===== config.mk =====
export PLATFORM = sky130hd
export DESIGN_NAME = midpoint_circle_rasterizer
export DESIGN_NICKNAME = d
export VERILOG_FILES = /design/src/rtl/mcr_pkg.sv /design/src/rtl/mcr_ctrl.sv /design/src/rtl/mcr_datapath.sv /design/src/rtl/midpoint_circle_rasterizer.sv
export SDC_FILE = /design/constraint.sdc
export NUM_CORES = 1
export LEC_CHECK = 0
export ABC_AREA = 0
export ABC_CLOCK_PERIOD_IN_PS = 3700
export BUFFER_PORTS_ARGS = -buffer_cell sky130_fd_sc_hd__buf_2
export CAP_MARGIN = 20
export CORE_UTILIZATION = 35
export CTS_CLUSTER_DIAMETER = 150
export DETAILED_ROUTE_END_ITERATION = 10
export HOLD_SLACK_MARGIN = 0.08
export PLACE_DENSITY = 0.61
export SYNTH_ARGS = -nofsm -noshare
export SYNTH_HDL_FRONTEND = slang
export SYNTH_HIERARCHICAL = 1
export SYNTH_SLANG_ARGS = --single-unit

===== constraint.sdc =====
create_clock -name clk_i -period 3.7 [get_ports clk_i]
set_clock_uncertainty 0.05 [all_clocks]
set_input_delay 0.37 -clock clk_i [delete_from_list [all_inputs] [get_ports clk_i]]
set_output_delay 0.37 -clock clk_i [all_outputs]
set_load 0.01 [all_outputs]

===== src/rtl/mcr_pkg.sv =====
// Shared types and constants for the midpoint circle rasterizer.
// Used by mcr_ctrl, mcr_datapath and midpoint_circle_rasterizer; no dependencies.
`default_nettype none

package mcr_pkg;

  // Field widths
  localparam int unsigned COORD_BITS  = 8;
  localparam int unsigned RADIUS_BITS = 7;
  localparam int unsigned OUT_BITS    = 10;
  localparam int unsigned DEC_BITS    = 10;

  // Radius clamp and run length limit
  localparam logic [RADIUS_BITS-1:0] MAX_RADIUS = RADIUS_BITS'(88);
  localparam int unsigned MAX_RESULTS = 64;
  localparam int unsigned CNT_BITS    = $clog2(MAX_RESULTS);
  localparam logic [CNT_BITS-1:0] LAST_CNT = CNT_BITS'(MAX_RESULTS - 1);

  // Stream payload widths, padded to whole bytes
  localparam int unsigned IN_RAW_BITS  = 2 * COORD_BITS + RADIUS_BITS;
  localparam int unsigned IN_DATA_BITS = ((IN_RAW_BITS + 7) / 8) * 8;
  localparam int unsigned OUT_DATA_BITS = ((8 * OUT_BITS + 7) / 8) * 8;

  typedef logic signed [OUT_BITS-1:0] coord_t;

  // One result: the eight symmetric coordinates, x_plus_dx in the lowest bits
  typedef struct packed {
    coord_t y_minus_dx;
    coord_t y_plus_dx;
    coord_t y_minus_dy;
    coord_t y_plus_dy;
    coord_t x_minus_dy;
    coord_t x_plus_dy;
    coord_t x_minus_dx;
    coord_t x_plus_dx;
  } points_t;

  // Controller state, one-hot
  typedef enum logic [1:0] {
    ST_IDLE = 2'b01,
    ST_RUN  = 2'b10
  } state_e;

  // Controller to datapath
  typedef struct packed {
    logic load;
    logic step;
  } cmd_t;

  // Datapath to controller
  typedef struct packed {
    logic end_run;
  } status_t;

endpackage

`default_nettype wire


===== src/rtl/mcr_ctrl.sv =====
// Sequencer for the midpoint circle rasterizer: request handshakes and step issue.
// Depends on mcr_pkg.
`default_nettype none

module mcr_ctrl (
  input  wire logic             clk_i,
  input  wire logic             rst_ni,
  input  wire logic             s_axis_tvalid,
  output logic                  s_axis_tready,
  output logic                  m_axis_tvalid,
  input  wire logic             m_axis_tready,
  output mcr_pkg::cmd_t         cmd_o,
  input  wire mcr_pkg::status_t status_i
);

  mcr_pkg::state_e state_q, state_d;
  logic            out_valid_q, out_valid_d;

  // Take a request only between circles
  assign s_axis_tready = (state_q == mcr_pkg::ST_IDLE);
  assign m_axis_tvalid = out_valid_q;

  // Issue a step when the output register is free or being drained
  always_comb begin
    cmd_o.load = s_axis_tvalid && s_axis_tready;
    cmd_o.step = (state_q == mcr_pkg::ST_RUN) && (!out_valid_q || m_axis_tready);
  end

  // Next state and output valid
  always_comb begin
    state_d     = state_q;
    out_valid_d = out_valid_q;
    if (cmd_o.step) begin
      out_valid_d = 1'b1;
    end else if (m_axis_tready) begin
      out_valid_d = 1'b0;
    end
    case (state_q)
      mcr_pkg::ST_IDLE: begin
        if (cmd_o.load) begin
          state_d = mcr_pkg::ST_RUN;
        end
      end
      mcr_pkg::ST_RUN: begin
        if (cmd_o.step && status_i.end_run) begin
          state_d = mcr_pkg::ST_IDLE;
        end
      end
      default: begin
        state_d = mcr_pkg::ST_IDLE;
      end
    endcase
  end

  always_ff @(posedge clk_i or negedge rst_ni) begin
    if (!rst_ni) begin
      state_q     <= mcr_pkg::ST_IDLE;
      out_valid_q <= 1'b0;
    end else begin
      state_q     <= state_d;
      out_valid_q <= out_valid_d;
    end
  end

endmodule

`default_nettype wire


===== src/rtl/mcr_datapath.sv =====
// Datapath for the midpoint circle rasterizer: offsets, decision value,
// step count and the result register. Depends on mcr_pkg.
`default_nettype none

module mcr_datapath (
  input  wire logic                                clk_i,
  input  wire logic                                rst_ni,
  input  wire mcr_pkg::cmd_t                       cmd_i,
  input  wire logic [mcr_pkg::COORD_BITS-1:0]      centre_x_i,
  input  wire logic [mcr_pkg::COORD_BITS-1:0]      centre_y_i,
  input  wire logic [mcr_pkg::RADIUS_BITS-1:0]     radius_i,
  output mcr_pkg::status_t                         status_o,
  output mcr_pkg::points_t                         points_o,
  output logic                                     last_step_o
);

  localparam int unsigned RB = mcr_pkg::RADIUS_BITS;
  localparam int unsigned CB = mcr_pkg::COORD_BITS;
  localparam int unsigned OB = mcr_pkg::OUT_BITS;
  localparam int unsigned DB = mcr_pkg::DEC_BITS;

  logic [RB-1:0]                 offset_x_q, offset_x_d;
  logic [RB-1:0]                 offset_y_q, offset_y_d;
  logic signed [DB-1:0]          decision_q, decision_d;
  logic [CB-1:0]                 centre_x_q, centre_y_q;
  logic [mcr_pkg::CNT_BITS-1:0]  cnt_q;
  mcr_pkg::points_t              points_q, points_d;
  logic                          last_q;

  logic [RB-1:0]                 radius_sat;
  logic signed [RB+1:0]          dx_new, dy_new;
  logic signed [DB:0]            dec_sum;
  logic                          done;
  mcr_pkg::coord_t               cx, cy, dx, dy;

  // Clamp the radius
  assign radius_sat = (radius_i > mcr_pkg::MAX_RADIUS) ? mcr_pkg::MAX_RADIUS : radius_i;

  // Plot the current offsets around the held centre
  always_comb begin
    cx = OB'(centre_x_q);
    cy = OB'(centre_y_q);
    dx = OB'(offset_x_q);
    dy = OB'(offset_y_q);
    points_d.x_plus_dx  = cx + dx;
    points_d.x_minus_dx = cx - dx;
    points_d.x_plus_dy  = cx + dy;
    points_d.x_minus_dy = cx - dy;
    points_d.y_plus_dy  = cy + dy;
    points_d.y_minus_dy = cy - dy;
    points_d.y_plus_dx  = cy + dx;
    points_d.y_minus_dx = cy - dx;
  end

  // Advance the offsets and the decision value
  always_comb begin
    dx_new = $signed({2'b00, offset_x_q}) + (RB+2)'(1);
    if (decision_q < 0) begin
      dy_new  = $signed({2'b00, offset_y_q});
      dec_sum = (DB+1)'(decision_q) + (DB+1)'(dx_new <<< 1) + (DB+1)'(1);
    end else begin
      dy_new  = $signed({2'b00, offset_y_q}) - (RB+2)'(1);
      dec_sum = (DB+1)'(decision_q) + (DB+1)'(dx_new <<< 1) + (DB+1)'(1)
              - (DB+1)'(dy_new <<< 1);
    end
    decision_d = dec_sum[DB-1:0];
    offset_x_d = dx_new[RB-1:0];
    offset_y_d = dy_new[RB+1] ? '0 : dy_new[RB-1:0];
    done       = dx_new > dy_new;
  end

  assign status_o.end_run = done || (cnt_q == mcr_pkg::LAST_CNT);

  always_ff @(posedge clk_i or negedge rst_ni) begin
    if (!rst_ni) begin
      cnt_q <= '0;
    end else if (cmd_i.load) begin
      cnt_q <= '0;
    end else if (cmd_i.step) begin
      cnt_q <= cnt_q + mcr_pkg::CNT_BITS'(1);
    end
  end

  // Load a new circle or take one octant step
  always_ff @(posedge clk_i or negedge rst_ni) begin
    if (!rst_ni) begin
      centre_x_q <= '0;
      centre_y_q <= '0;
      offset_x_q <= '0;
      offset_y_q <= '0;
      decision_q <= '0;
      points_q   <= '0;
      last_q     <= 1'b0;
    end else if (cmd_i.load) begin
      centre_x_q <= centre_x_i;
      centre_y_q <= centre_y_i;
      offset_x_q <= '0;
      offset_y_q <= radius_sat;
      decision_q <= DB'(1) - DB'(radius_sat);
    end else if (cmd_i.step) begin
      offset_x_q <= offset_x_d;
      offset_y_q <= offset_y_d;
      decision_q <= decision_d;
      points_q   <= points_d;
      last_q     <= done;
    end
  end

  assign points_o    = points_q;
  assign last_step_o = last_q;

endmodule

`default_nettype wire


===== src/rtl/midpoint_circle_rasterizer.sv =====
// Top level of the midpoint circle rasterizer: stream ports, controller and datapath.
// Depends on mcr_pkg, mcr_ctrl and mcr_datapath.
`default_nettype none

// One request carries a circle centre and a radius (above 88 it is clamped
// to 88). The block answers with one result per step of the first octant,
// starting at offset (0, r), each holding the four x and four y coordinates
// of the eight symmetric points as 10-bit two's complement values; tlast
// marks the final step. A circle of radius r gives about r/sqrt(2)+1
// results, at most 63. The octant walk produces one result per cycle while
// the output is taken, one step of the decision update loop each cycle; a
// new request is taken in the cycle after the last step of a circle.
// While a request is taken, the last result of the previous circle may
// still wait in the output register.
module midpoint_circle_rasterizer (
  input  wire logic                               clk_i,
  input  wire logic                               rst_ni,
  input  wire logic                               s_axis_tvalid,
  output logic                                    s_axis_tready,
  // centre_x [7:0], centre_y [15:8], radius [22:16], zero [23]
  input  wire logic [mcr_pkg::IN_DATA_BITS-1:0]   s_axis_tdata,
  output logic                                    m_axis_tvalid,
  input  wire logic                               m_axis_tready,
  // x_plus_dx [9:0], x_minus_dx [19:10], x_plus_dy [29:20], x_minus_dy [39:30],
  // y_plus_dy [49:40], y_minus_dy [59:50], y_plus_dx [69:60], y_minus_dx [79:70]
  output logic [mcr_pkg::OUT_DATA_BITS-1:0]       m_axis_tdata,
  // last_step
  output logic                                    m_axis_tlast
);

  localparam int unsigned CB = mcr_pkg::COORD_BITS;
  localparam int unsigned RB = mcr_pkg::RADIUS_BITS;

  mcr_pkg::cmd_t    cmd;
  mcr_pkg::status_t status;
  mcr_pkg::points_t points;

  mcr_ctrl u_ctrl (
    .clk_i         (clk_i),
    .rst_ni        (rst_ni),
    .s_axis_tvalid (s_axis_tvalid),
    .s_axis_tready (s_axis_tready),
    .m_axis_tvalid (m_axis_tvalid),
    .m_axis_tready (m_axis_tready),
    .cmd_o         (cmd),
    .status_i      (status)
  );

  mcr_datapath u_datapath (
    .clk_i       (clk_i),
    .rst_ni      (rst_ni),
    .cmd_i       (cmd),
    .centre_x_i  (s_axis_tdata[CB-1:0]),
    .centre_y_i  (s_axis_tdata[2*CB-1:CB]),
    .radius_i    (s_axis_tdata[2*CB+RB-1:2*CB]),
    .status_o    (status),
    .points_o    (points),
    .last_step_o (m_axis_tlast)
  );

  assign m_axis_tdata = mcr_pkg::OUT_DATA_BITS'(points);

endmodule

`default_nettype wire

Word level (Yosys, flattened, before mapping)
Cells that the tools add are included.

Bits in registers: 130. Latch bits: 0. Bits in writable memories: 0. Bits in read-only memories: 0. Word-level logic and storage cells: 68. Memories: 0.

Bitwise gates (word level): 1. Multiplexer cells: 17. Multipliers: 0. Equal/unequal tests: 5. $add $sub $neg: 15. Reductions and logical operators: 10. Order comparisons: 3. Div/mod/pow operators: 0. Shift operators: 0.

Operator list (count): two-way mux 7 bit (6); adder 8 x 7 -> 9 bit (4); subtractor 8 x 7 -> 9 bit (4); two-way mux 10 bit (3); two-way mux 6 bit (2); adder 10 bit (1); adder 10 x 2 -> 10 bit (second input constant) (1); < comparator 10 x 1 -> 1 bit (second input constant) (1); subtractor 10 x 9 -> 10 bit (1); greater-than comparator 9 bit (1); two-way mux 9 bit (1); adder 7 x 1 -> 8 bit (second input constant) (1); subtractor 1 x 7 -> 8 bit (first input constant) (1); subtractor 7 x 1 -> 8 bit (second input constant) (1); greater-than comparator 7 bit (second input constant) (1); adder 6 x 1 -> 6 bit (second input constant) (1); equality test 6 bit (second input constant) (1); two-way mux 2 bit (2); inequality test 2 bit (second input constant) (2); one-hot mux 2 bit (2 select lines) (1); AND reduction 2 bit (2); nonzero test 2 bit (2); logical AND 1 bit (3); equality test 2 x 1 -> 1 bit (second input constant) (1); other kinds (5) (7).

Depth between registers and ports, before layout
Gate-level depths: netlist of the first run.

Word-level depth: 7. Gate-level depth with buffers: 15. Gate-level depth less buffers: 15.

By module
Netlist of the first run, hierarchy kept.

By module, submodules not included: mcr_datapath (times used 1, cells each 907, seq. area each 2877.8 um^2, area an instance 8201.6 um^2); mcr_ctrl (times used 1, cells each 13, seq. area each 76.3 um^2, area an instance 143.9 um^2).

Worst setup path before layout of the first run
OpenSTA, ideal clock, no wires.

Kind: reg-to-reg. Start: reg u_datapath.offset_x_q[1]. End: reg u_datapath.decision_q[9]. Cell stages (with the launch flop): 16. Slack: 0.088 ns. Data required time: 3.528 ns. Arrival: 3.439 ns. Buffers on the path: 0. Cell sequence: dfrtp_1 -> inv_1 -> nor3_1 -> and3_1 -> xnor2_1 -> ha_1 -> a211o_1 -> o22ai_1 -> xnor2_1 -> ha_1 -> or2_2 -> a21o_1 -> o41ai_1 -> xnor2_2 -> xnor2_1 -> a21oi_2.

Cells in the longest elaborated chain, start to end: 7.

RTL lines: start: declaration (RTL line mcr_datapath.sv:22) `logic [RB-1:0] offset_x_q, offset_x_d;`; start signal: assignment (RTL line mcr_datapath.sv:101) `offset_x_q <= offset_x_d;`; adder 7 x 1 -> 8 bit (*) (RTL line mcr_datapath.sv:57) `dx_new = $signed({2'b00, offset_x_q}) + (RB+2)'(1);`; adder 10 bit (*) (RTL line mcr_datapath.sv:60, mcr_datapath.sv:63); adder 10 x 2 -> 10 bit (*) (RTL line mcr_datapath.sv:60, mcr_datapath.sv:63); subtractor 10 x 9 -> 10 bit (RTL line mcr_datapath.sv:64) `- (DB+1)'(dy_new <<< 1);`; two-way mux 10 bit (*) (RTL line mcr_datapath.sv:58) `if (decision_q < 0) begin`; two-way mux 10 bit (*) (RTL line mcr_datapath.sv:100) `end else if (cmd_i.step) begin`; two-way mux 10 bit (*) (RTL line mcr_datapath.sv:94) `end else if (cmd_i.load) begin`; end signal: assignment (RTL line mcr_datapath.sv:99) `decision_q <= DB'(1) - DB'(radius_sat);`; end signal: assignment (RTL line mcr_datapath.sv:103) `decision_q <= decision_d;`; end: declaration (RTL line mcr_datapath.sv:24) `logic signed [DB-1:0] decision_q, decision_d;`.

Every way passes the cells marked *; elsewhere a longest branch is shown, timed or not. The select of a mux whose other input is x is not followed. A chain may end at the register's enable or synchronous reset.

Worst setup path in the final report of the first run
Ends and elaborated chain as after synthesis.

==> flow_metrics.py, run 1 <==
metrics = {
    "global_routing": {
        "grt_util_all_layers_pct": 18.40,
        "grt_pass1_vias": 6732,
        "grt_max_degree": 87,
        "grt_overflow": 0,
        "grt_pass1_wl_mm": 34.68,
        "antenna_found_initial": 0,
    },
    "placement": {
        "io_buffers": 105,
        "place_congestion": 0.8502,
        "hpwl_mm": 16.50,
        "dpl-instance-area_sq_um": 9306,
    },
    "route": {
        "drc": 0,
        "vias": 6900,
        "drt_pass1_iterations": 4,
        "routedWlPerCell_um": 15.91,
        "viasPerCell": 5.062,
        "wl_met3_um": 793,
        "wl_mm": 21.69,
        "routed.top_layer": "met4",
        "wl_met2_mm": 10.28,
        "wl_met1_mm": 10.15,
        "antenna_left": 0,
        "drt_iter0_markers": 356,
    },
    "synth": {
        "synth.cell_area_sq_um": 8346,
        "yosysSeqAreaShare_pct": 35.40,
        "ys.flop_type": "dfrtp_1",
        "synth.distinct_cells": 58,
        "avgSynthCellArea_sq_um": 9.071,
        "netlist_instances": 920,
        "synth-edff-count": 0,
        "yosys_warnings": 6,
        "synth_seq_cells": 118,
        "async_reset_ff_share_pct": 100.0,
    },
    "final_layout": {
        "regArea_sq_um": 2954,
        "fin_area_sq_um": 10020,
        "multi_input_area_sq_um": 5005,
        "area_delta_synth_final_pct": 20.05,
        "fill_cells": 2355,
        "antenna_cells": 0,
        "layout-drive-gt1-share_pct": 20.59,
        "fin_nets": 1155,
        "final_core_util_pct": 42.81,
    },
    "timing": {
        "final.min_clock_period_ps": 3512,
        "fin_tns_setup_ps": 0,
        "fin_crit_sh_pct": 94.91,
        "rsz0062_at_grt": "yes",
        "hold_viol": 0,
        "finalSetupViolations": 0,
        "max_freq_mhz": 284.8,
        "tightest_slew_ps": 870.4,
        "slew_violations": 0,
        "slew_headroom_pct": 41.97,
    },
    "die": {
        "rows": 56,
        "dieWidth_um": 156.4,
        "die_area_sq_um": 24470,
        "ios": 111,
        "initial_core_util_pct": 35.66,
        "core_sq_um": 23400,
        "fp.dieH_um": 156.4,
    },
    "pwr": {
        "power_per_cell_area_nw_per_um2": 1030,
        "ir_drop_mv": 0.4536,
        "p_leak_uw": 0.004682,
    },
    "clock_tree": {
        "clk_latency_ps": 420,
        "cts.sink_count": 118,
        "cts_buffers": 17,
        "cts.path.max_buffers": 2,
        "root_buffer": "clkbuf_16",
        "path_clk_slew_ps": 50,
        "cts_tree": "done",
        "htreeDepth": 4,
    },
    "status": {
        "status": "finished, final reports clean",
    },
    "critical_path": {
        "required_ps": 3950,
        "end_kind": "flip-flop",
        "path_max_fanout": 4,
        "crit_path_start_kind": "flip-flop",
        "crit_arrival_ps": 3760,
        "crit_type": "flip-flop to flip-flop",
    },
    "job": {
        "max_cap_viol_count": 0,
    },
    "min_path": {
        "min_path_type": "input port to flip-flop",
    },
}
==> flip-flops by register name (all words and copies together) (netlist names) <==
| name | count |
|---|---|
| u_datapath/points_o | 68 |
| u_datapath/centre_x_q | 8 |
| u_datapath/last_step_o | 1 |
| u_datapath/offset_x_q | 7 |
| u_datapath/cnt_q | 6 |
| u_datapath/offset_y_q | 7 |
| u_ctrl/state_q | 2 |
| u_ctrl/m_axis_tvalid | 1 |
| u_datapath/decision_q | 10 |
| u_datapath/centre_y_q | 8 |
==> placed cells by master (no fill, tap or decap), types with 10 or more instances in the layout <==
cell type / instances
nor2b_1: 16
dfrtp_1: 117
inv_1: 58
o21ai_0: 69
xor2_1: 10
mux2_2: 13
ha_1: 84
nand2_1: 89
xnor2_1: 49
nand3_1: 20
and3_1: 12
nor3_1: 25
o31ai_1: 26
o21a_1: 21
clkbuf_16: 17
a211oi_1: 14
nor2_1: 49
buf_2: 104
nand2b_1: 10
fa_1: 10
buf_4: 40
a21oi_1: 44
==> per-stage QoR <==
| stage | power (uW) | hold slack [ps] | cells | worst slack (ps) |
|---|---|---|---|---|
| floorplan | 6746 | 24.41 | 923 | 88.36 |
| global placement | 8457 | 323.5 | 1325 | 14.71 |
| detailed placement | 8567 | 322.6 | 1325 | -16.13 |
| CTS | 10300 | 100.6 | 1358 | 13.96 |
| global route | 11280 | 120.3 | 1363 | -45.93 |
| finish | 10320 | 120.5 | 1363 | 188.4 |
==> per-layer routing <==
layer	up-vias	track usage (%)
li1	3446	-
met1	3281	23.52
met2	141	30.80
met3	32	2.963
met4	0	7.563
met5	-	0
==> power breakdown <==
group          internal [uW]  switching (uW)  total, uW
clock network           1060             596       1650
registers               1890             531       2420
logic                   2750            3490       6250
==> worst max-delay path, cell delays in order (launching register included) <==
cell and delay, ps:
dfrtp_1 390, inv_1 80, nor3_2 180, buf_4 160, and3_4 210, xnor2_2 130, ha_1 290, a211o_1 340
o22ai_4 140, xnor2_2 140, ha_1 270, or2_2 290, a21o_1 190, o41ai_2 50, buf_4 160, xnor2_2 100
xnor2_1 150, a21oi_2 70
==> cells in the mapped netlist, drive strengths merged, types with 11 or more instances <==
library cell | count | share of area [%]
nor2 | 49 | 2.2
nand2b | 11 | 0.82
and3 | 13 | 0.97
nor2b | 18 | 1.4
xnor2 | 53 | 5.7
buf | 24 | 1.7
ha | 86 | 13
clkbuf | 33 | 1.5
a211oi | 14 | 1.3
mux2 | 13 | 1.8
nor3 | 26 | 1.6
dfrtp | 117 | 35
o21a | 21 | 1.9
or3 | 12 | 1.1
inv | 59 | 2.7
o31ai | 26 | 2.3
o21ai | 73 | 4.4
a21oi | 46 | 2.8
nand3 | 20 | 1.2
nand2 | 89 | 4.0
==> cell families after synthesis <==
logic type / count (synthesis) / share of synthesized area [%]
simple gates: 265 / 15.65
mux: 19 / 2.474
flops: 118 / 35.40
buf+inv: 116 / 5.802
compound gates: 242 / 18.64
xor+xnor: 63 / 6.702
fa+ha+maj: 96 / 15.29
other cells: 1 / 0.04493
==> worst paths after layout <==
path | from | end | slack (ps) | depth (start not counted)
worst max-delay path | u_datapath/offset_x_q[1]$_DFFE_PN0P_ | u_datapath/decision_q[9]$_DFFE_PN0P_ | 190 | 17
worst min-delay path | s_axis_tdata[0] | u_datapath/centre_x_q[0]$_DFFE_PN0P_ | 120 | 3
worst max register to register | u_datapath/offset_x_q[1]$_DFFE_PN0P_ | u_datapath/decision_q[9]$_DFFE_PN0P_ | 190 | 17
worst min register to register | u_datapath/points_o[44]$_DFFE_PN0P_ | u_datapath/points_o[44]$_DFFE_PN0P_ | 420 | 2
max in group asynchronous | rst_ni | u_ctrl/state_q[0]$_DFFE_PN1P_ | 2370 | 3
min in group asynchronous | rst_ni | u_datapath/points_o[10]$_DFFE_PN0P_ | 420 | 2
==> area by class of cell <==
class / count / area share (%)
multi-input combinational: 689 / 49.96
sequential: 118 / 29.49
timing repair buffer: 146 / 8.493
clock buffer: 24 / 4.908
tap: 319 / 3.984
inverter: 59 / 2.211
clock inverter: 8 / 0.9617
==> repair_timing <==
action,4_1_cts,5_1_grt
hold endpoints to repair,33,0
resized for setup,1,15
pin swaps,0,7
endpoints found under the setup margin,1,4
hold buffers,1,0
cloned,0,0
setup buffers,0,5
Note: power is estimated with default switching activity, not from simulation.
==> inputs of run 2 (changes only) <==
--- a/config.mk
+++ b/config.mk
@@ -6,14 +6,13 @@
 export NUM_CORES = 1
 export LEC_CHECK = 0
 export ABC_AREA = 0
-export ABC_CLOCK_PERIOD_IN_PS = 3700
+export ABC_CLOCK_PERIOD_IN_PS = 4030
 export BUFFER_PORTS_ARGS = -buffer_cell sky130_fd_sc_hd__buf_2
 export CAP_MARGIN = 20
 export CORE_UTILIZATION = 35
 export CTS_CLUSTER_DIAMETER = 150
 export DETAILED_ROUTE_END_ITERATION = 10
 export HOLD_SLACK_MARGIN = 0.08
-export PLACE_DENSITY = 0.61
 export SYNTH_ARGS = -nofsm -noshare
 export SYNTH_HDL_FRONTEND = slang
 export SYNTH_HIERARCHICAL = 1
==> constraint.sdc (replaced) <==
create_clock -name clk_i -period 4.03 [get_ports clk_i]
set_clock_uncertainty 0.05 [all_clocks]
set_input_delay 0.403 -clock clk_i [delete_from_list [all_inputs] [get_ports clk_i]]
set_output_delay 0.403 -clock clk_i [all_outputs]
set_load 0.01 [all_outputs]
==> flow_metrics.py, run 2 (synthesis results as in run 1) <==
metrics = {
    "clock_tree": {
        "htreeDepth": 4,
        "cts_hold_buf": 0,
        "clk_latency_ps": 420,
        "cts.sink_count": 118,
        "postCtsSetupBuffers": 0,
        "cts_resized": 0,
        "path_clk_slew_ps": 60,
        "cts.path.max_buffers": 2,
        "root_buffer": "clkbuf_16",
        "cts_buffers": 17,
        "cts_tree": "done",
    },
    "timing": {
        "max_freq_mhz": 271.1,
        "finalSetupViolations": 0,
        "slew_violations": 0,
        "final.min_clock_period_ps": 3689,
        "fin_crit_sh_pct": 91.55,
        "fin_tns_setup_ps": 0,
        "rsz0062_at_grt": "no",
        "slew_headroom_pct": 50.63,
        "tightest_slew_ps": 740.5,
        "hold_viol": 0,
    },
    "global_routing": {
        "grt_util_all_layers_pct": 18.42,
        "grt_pass1_vias": 6556,
        "grt_pass1_wl_mm": 34.68,
        "grt_overflow": 0,
        "antenna_found_initial": 0,
        "grt_max_degree": 81,
    },
    "pwr": {
        "power_per_cell_area_nw_per_um2": 949.3,
        "p_leak_uw": 0.004566,
        "ir_drop_mv": 0.4015,
        "finalPower_uw": 9337,
    },
    "placement": {
        "place_congestion": 0.8944,
        "hpwl_mm": 16.37,
        "io_buffers": 105,
    },
    "die": {
        "fp.dieH_um": 156.4,
        "rows": 56,
        "core_sq_um": 23400,
        "ios": 111,
        "dieWidth_um": 156.4,
        "die_area_sq_um": 24470,
        "initial_core_util_pct": 35.66,
    },
    "min_path": {
        "holdPathEnd": "u_datapath/centre_x_q[0]$_DFFE_PN0P_",
        "hold_depth": 3,
        "min_path_type": "input port to flip-flop",
        "worstHoldStart": "s_axis_tdata[0]",
    },
    "final_layout": {
        "regArea_sq_um": 2954,
        "area_delta_synth_final_pct": 17.86,
        "largest_reg_flops": 68,
        "mostFrequentLayoutCells": "dfrtp_1, buf_2, nand2_1",
        "fin_nets": 1135,
        "multi_input_area_sq_um": 4928,
        "antenna_cells": 0,
        "fill_cells": 2367,
        "layout-drive-gt1-share_pct": 17.77,
        "final_common_cell": "dfrtp_1",
    },
    "route": {
        "drt_pass1_iterations": 5,
        "viasPerCell": 5.069,
        "wl_mm": 21.56,
        "routed.top_layer": "met4",
        "routedWlPerCell_um": 16.05,
        "vias": 6808,
        "wl_met3_um": 742,
        "wl_met1_mm": 10.03,
        "drc": 0,
        "wl_met2_mm": 10.38,
        "antenna_left": 0,
        "drt_iter0_markers": 336,
    },
    "critical_path": {
        "end_kind": "flip-flop",
        "path_max_fanout": 4,
        "ff2ff_path_depth": 15,
        "rr_endpoint": "u_datapath/decision_q[9]$_DFFE_PN0P_",
        "required_ps": 4290,
        "rr_startpoint": "u_datapath/offset_x_q[0]$_DFFE_PN0P_",
        "crit_path_start_kind": "flip-flop",
        "crit_arrival_ps": 3950,
        "crit_type": "flip-flop to flip-flop",
        "r2r_setup_slack_ps": 340,
    },
    "job": {
        "max_cap_viol_count": 0,
    },
    "status": {
        "status": "finished, final reports clean",
    },
}
[run 2: area by class of cell]
| type | count | share of cell area, % |
|---|---|---|
| inverters | 59 | 2.252 |
| clock buffers | 24 | 4.999 |
| clock inverters | 8 | 1.221 |
| repair buffers | 126 | 7.327 |
| multi-input cells | 689 | 50.11 |
| well taps | 319 | 4.058 |
| flip-flops and latches | 118 | 30.03 |
[run 2: critical path: stages, from the launching register on]
cell and delay, ps:
dfrtp_1 390, inv_1 100, nor3_1 290, and3_1 270, xnor2_1 200, ha_1 340
a211o_1 310, o22ai_1 200, xnor2_1 180, ha_1 280, or2_2 290, a21o_1 180
o41ai_1 90, xnor2_2 170, xnor2_1 160, a21oi_2 70
[run 2: power by group]
| group | internal (uW) | switching (uW) | total, uW |
|---|---|---|---|
| Combinational | 2390 | 3140 | 5530 |
| Sequential | 1740 | 498 | 2230 |
| Clock | 1030 | 543 | 1580 |
[run 2: how the worst max path moves through the flow]
stage / from / end / cells past startpoint
3_3_place_gp: u_datapath/offset_x_q[0]$_DFFE_PN0P_ / u_datapath/decision_q[9]$_DFFE_PN0P_ / 15
4_1_cts: u_datapath/offset_x_q[0]$_DFFE_PN0P_ / u_datapath/decision_q[9]$_DFFE_PN0P_ / 15
5_1_grt: u_datapath/offset_x_q[0]$_DFFE_PN0P_ / u_datapath/decision_q[9]$_DFFE_PN0P_ / 15
6_report: u_datapath/offset_x_q[0]$_DFFE_PN0P_ / u_datapath/decision_q[9]$_DFFE_PN0P_ / 15
3_5_place_dp: u_datapath/offset_x_q[0]$_DFFE_PN0P_ / u_datapath/decision_q[9]$_DFFE_PN0P_ / 15
2_1_floorplan: u_datapath/offset_x_q[1]$_DFFE_PN0P_ / u_datapath/decision_q[9]$_DFFE_PN0P_ / 15
[run 2: routing by layer]
layer  vias up  global-route usage [%]
met5         -                       0
met4         0                   7.049
met3        23                   2.686
met2       130                   31.40
met1      3245                   23.47
li1       3410                       -
[run 2: through the flow]
stage / hold WS, ps / worst slack, ps / cell area [sq um] / cells / utilization, %
after floorplan: 57.41 / 418.4 / 8357 / 923 / -
after global placement: 409.6 / 397.5 / 9186 / 1309 / 39.25
after detailed placement: 414.6 / 362.8 / 9186 / 1309 / 39.25
after CTS: 133.9 / 330.1 / 9798 / 1341 / 41.87
after global routing: 151.6 / 57.84 / 9836 / 1343 / 42.03
final: 149.4 / 340.7 / 9836 / 1343 / 42.03
==> inputs of run 3 (changes only) <==
--- a/config.mk
+++ b/config.mk
@@ -9,6 +9,7 @@
 export ABC_CLOCK_PERIOD_IN_PS = 4030
 export BUFFER_PORTS_ARGS = -buffer_cell sky130_fd_sc_hd__buf_2
 export CAP_MARGIN = 20
+export CORE_MARGIN = 2
 export CORE_UTILIZATION = 35
 export CTS_CLUSTER_DIAMETER = 150
 export DETAILED_ROUTE_END_ITERATION = 10
==> flow_metrics.py, run 3 (synthesis results as in run 1) <==
metrics = {
    "status": {
        "status": "finished, final reports clean",
    },
    "final_layout": {
        "mostFrequentLayoutCells": "dfrtp_1, buf_2, nand2_1",
        "area_delta_synth_final_pct": 16.22,
        "largest_reg_flops": 68,
        "final_core_util_pct": 41.32,
        "stdcell_count": 1338,
        "layout-drive-gt1-share_pct": 17.57,
        "fin_nets": 1131,
        "final_common_cell": "dfrtp_1",
        "antenna_cells": 0,
    },
    "clock_tree": {
        "postCtsSetupBuffers": 0,
        "root_buffer": "clkbuf_16",
        "cts.sink_count": 118,
        "cts_resized": 0,
        "path_clk_slew_ps": 50,
        "cts_buffers": 17,
        "clk_latency_ps": 420,
        "cts_hold_buf": 0,
        "cts_tree": "done",
        "htreeDepth": 4,
        "cts.path.max_buffers": 2,
    },
    "critical_path": {
        "required_ps": 4280,
        "crit_arrival_ps": 3910,
        "ff2ff_path_depth": 15,
        "worst_path_max_delay_cell": "dfrtp_1",
        "crit_type": "flip-flop to flip-flop",
        "path_max_fanout": 4,
        "rr_endpoint": "u_datapath/decision_q[9]$_DFFE_PN0P_",
        "path_cells": "inv_1 -> nor3_1 -> and3_1 -> xnor2_1 -> ha_1 -> a211o_1 -> o22ai_1 -> xnor2_1 -> ha_1 -> or2_2 -> a21o_1 -> o41ai_1 -> xnor2_2 -> xnor2_1 -> a21oi_2",
        "rr_startpoint": "u_datapath/offset_x_q[0]$_DFFE_PN0P_",
        "path_common_cell": "xnor2_1",
        "r2r_setup_slack_ps": 380,
        "crit_path_start_kind": "flip-flop",
        "cp_slowest_stage_delay_ps": 390,
        "end_kind": "flip-flop",
    },
    "timing": {
        "fin_tns_setup_ps": 0,
        "max_freq_mhz": 273.7,
        "fin_crit_sh_pct": 90.67,
        "final.min_clock_period_ps": 3654,
        "slew_violations": 0,
        "slew_headroom_pct": 39.27,
        "timing.hold.ws_ps": 88.32,
        "rsz0062_at_grt": "no",
        "tightest_slew_ps": 911.0,
        "hold_viol": 0,
        "finalSetupViolations": 0,
    },
    "min_path": {
        "min_path_type": "input port to asynchronous set/reset pin",
    },
    "route": {
        "vias": 6792,
        "antenna_left": 0,
        "routedWlPerCell_um": 15.96,
        "viasPerCell": 5.076,
        "drt_pass1_iterations": 5,
        "drt_iter0_markers": 422,
        "drc": 0,
        "wl_mm": 21.35,
    },
    "global_routing": {
        "grt_max_degree": 73,
        "grt_pass1_wl_mm": 34.46,
        "grt_util_all_layers_pct": 17.70,
        "antenna_found_initial": 0,
        "grt_overflow": 0,
        "grt_pass1_vias": 6625,
    },
    "pwr": {
        "finalPower_uw": 9096,
        "sequentialPowerShare_pct": 24.5,
        "p_leak_uw": 0.004504,
        "power_switching_uw": 4161,
        "p_sw_share_pct": 45.75,
        "ir_drop_mv": 0.3835,
        "power_per_cell_area_nw_per_um2": 937.7,
        "pwr-share-comb_pct": 60.6,
        "intPower_uw": 4935,
        "p_clk_share_pct": 15.0,
    },
    "die": {
        "die_area_sq_um": 25100,
        "initial_core_util_pct": 35.55,
        "ios": 111,
        "rows": 56,
        "dieWidth_um": 158.4,
        "core_sq_um": 23470,
        "fp.dieH_um": 158.4,
    },
    "placement": {
        "place_congestion": 0.9018,
        "hpwl_mm": 16.27,
        "io_buffers": 105,
        "dp.cells": 1307,
    },
    "job": {
        "max_cap_viol_count": 0,
    },
}
run 3: changes by cell type in the layout (fill, tap and decap cells not counted):
cell / before / now
bufinv_16: 3 / 0
clkinv_4: 0 / 1
dlygate4sd3_1: 1 / 0
clkbuf_1: 3 / 2
buf_4: 19 / 17
clkinv_2: 3 / 6
buf_16: 1 / 0
clkbuf_8: 4 / 3
run 3: power groups by stage:
| stage | logic (uW) | registers [uW] | clock network, uW |
|---|---|---|---|
| global route | 6200 | 2310 | 1460 |
| global placement | 5420 | 2230 | 0 |
| finish | 5510 | 2230 | 1360 |
| CTS | 5520 | 2230 | 1390 |
| detailed placement | 5480 | 2250 | 0 |
| floorplan | 3900 | 2290 | 0 |
run 3: metal layers:
metal	wire length, um	track usage (%)
met1	9865	22.74
met2	10300	30.54
met3	778	2.613
met4	407	5.877
met5	0	0
run 3: layout make-up:
class,instances,area (sq um)
clock inverter,9,53.80
sequential,118,2954
inverter,59,221.5
clock buffer,22,474.2
fill,2297,13770
multi-input combinational,689,4928
timing repair buffer,122,668.1
tap,319,399.1
run 3: worst max-delay path by stage:
stage | from | end | slack (ps)
floorplan | u_datapath/offset_x_q[1]$_DFFE_PN0P_ | u_datapath/decision_q[9]$_DFFE_PN0P_ | 420
global placement | u_datapath/offset_x_q[0]$_DFFE_PN0P_ | u_datapath/decision_q[9]$_DFFE_PN0P_ | 420
detailed placement | u_datapath/offset_x_q[0]$_DFFE_PN0P_ | u_datapath/decision_q[9]$_DFFE_PN0P_ | 370
CTS | u_datapath/offset_x_q[0]$_DFFE_PN0P_ | u_datapath/decision_q[9]$_DFFE_PN0P_ | 370
global route | u_datapath/offset_x_q[0]$_DFFE_PN0P_ | u_datapath/decision_q[9]$_DFFE_PN0P_ | 190
finish | u_datapath/offset_x_q[0]$_DFFE_PN0P_ | u_datapath/decision_q[9]$_DFFE_PN0P_ | 380
run 3: per-stage QoR:
stage	setup WS, ps	cell area (sq um)
after floorplan	418.4	8357
after global placement	418.5	9171
after detailed placement	372.5	9171
after CTS	368.4	9699
after global routing	190.1	9699
final	376.1	9699
run 3: critical path: cells and delay by family (launching register included):
family          cells  cell delay [ps]
compound gates      5              880
xor+xnor            4              680
fa+ha+maj           2              610
buf+inv             1               90
flops               1              390
simple gates        3              830
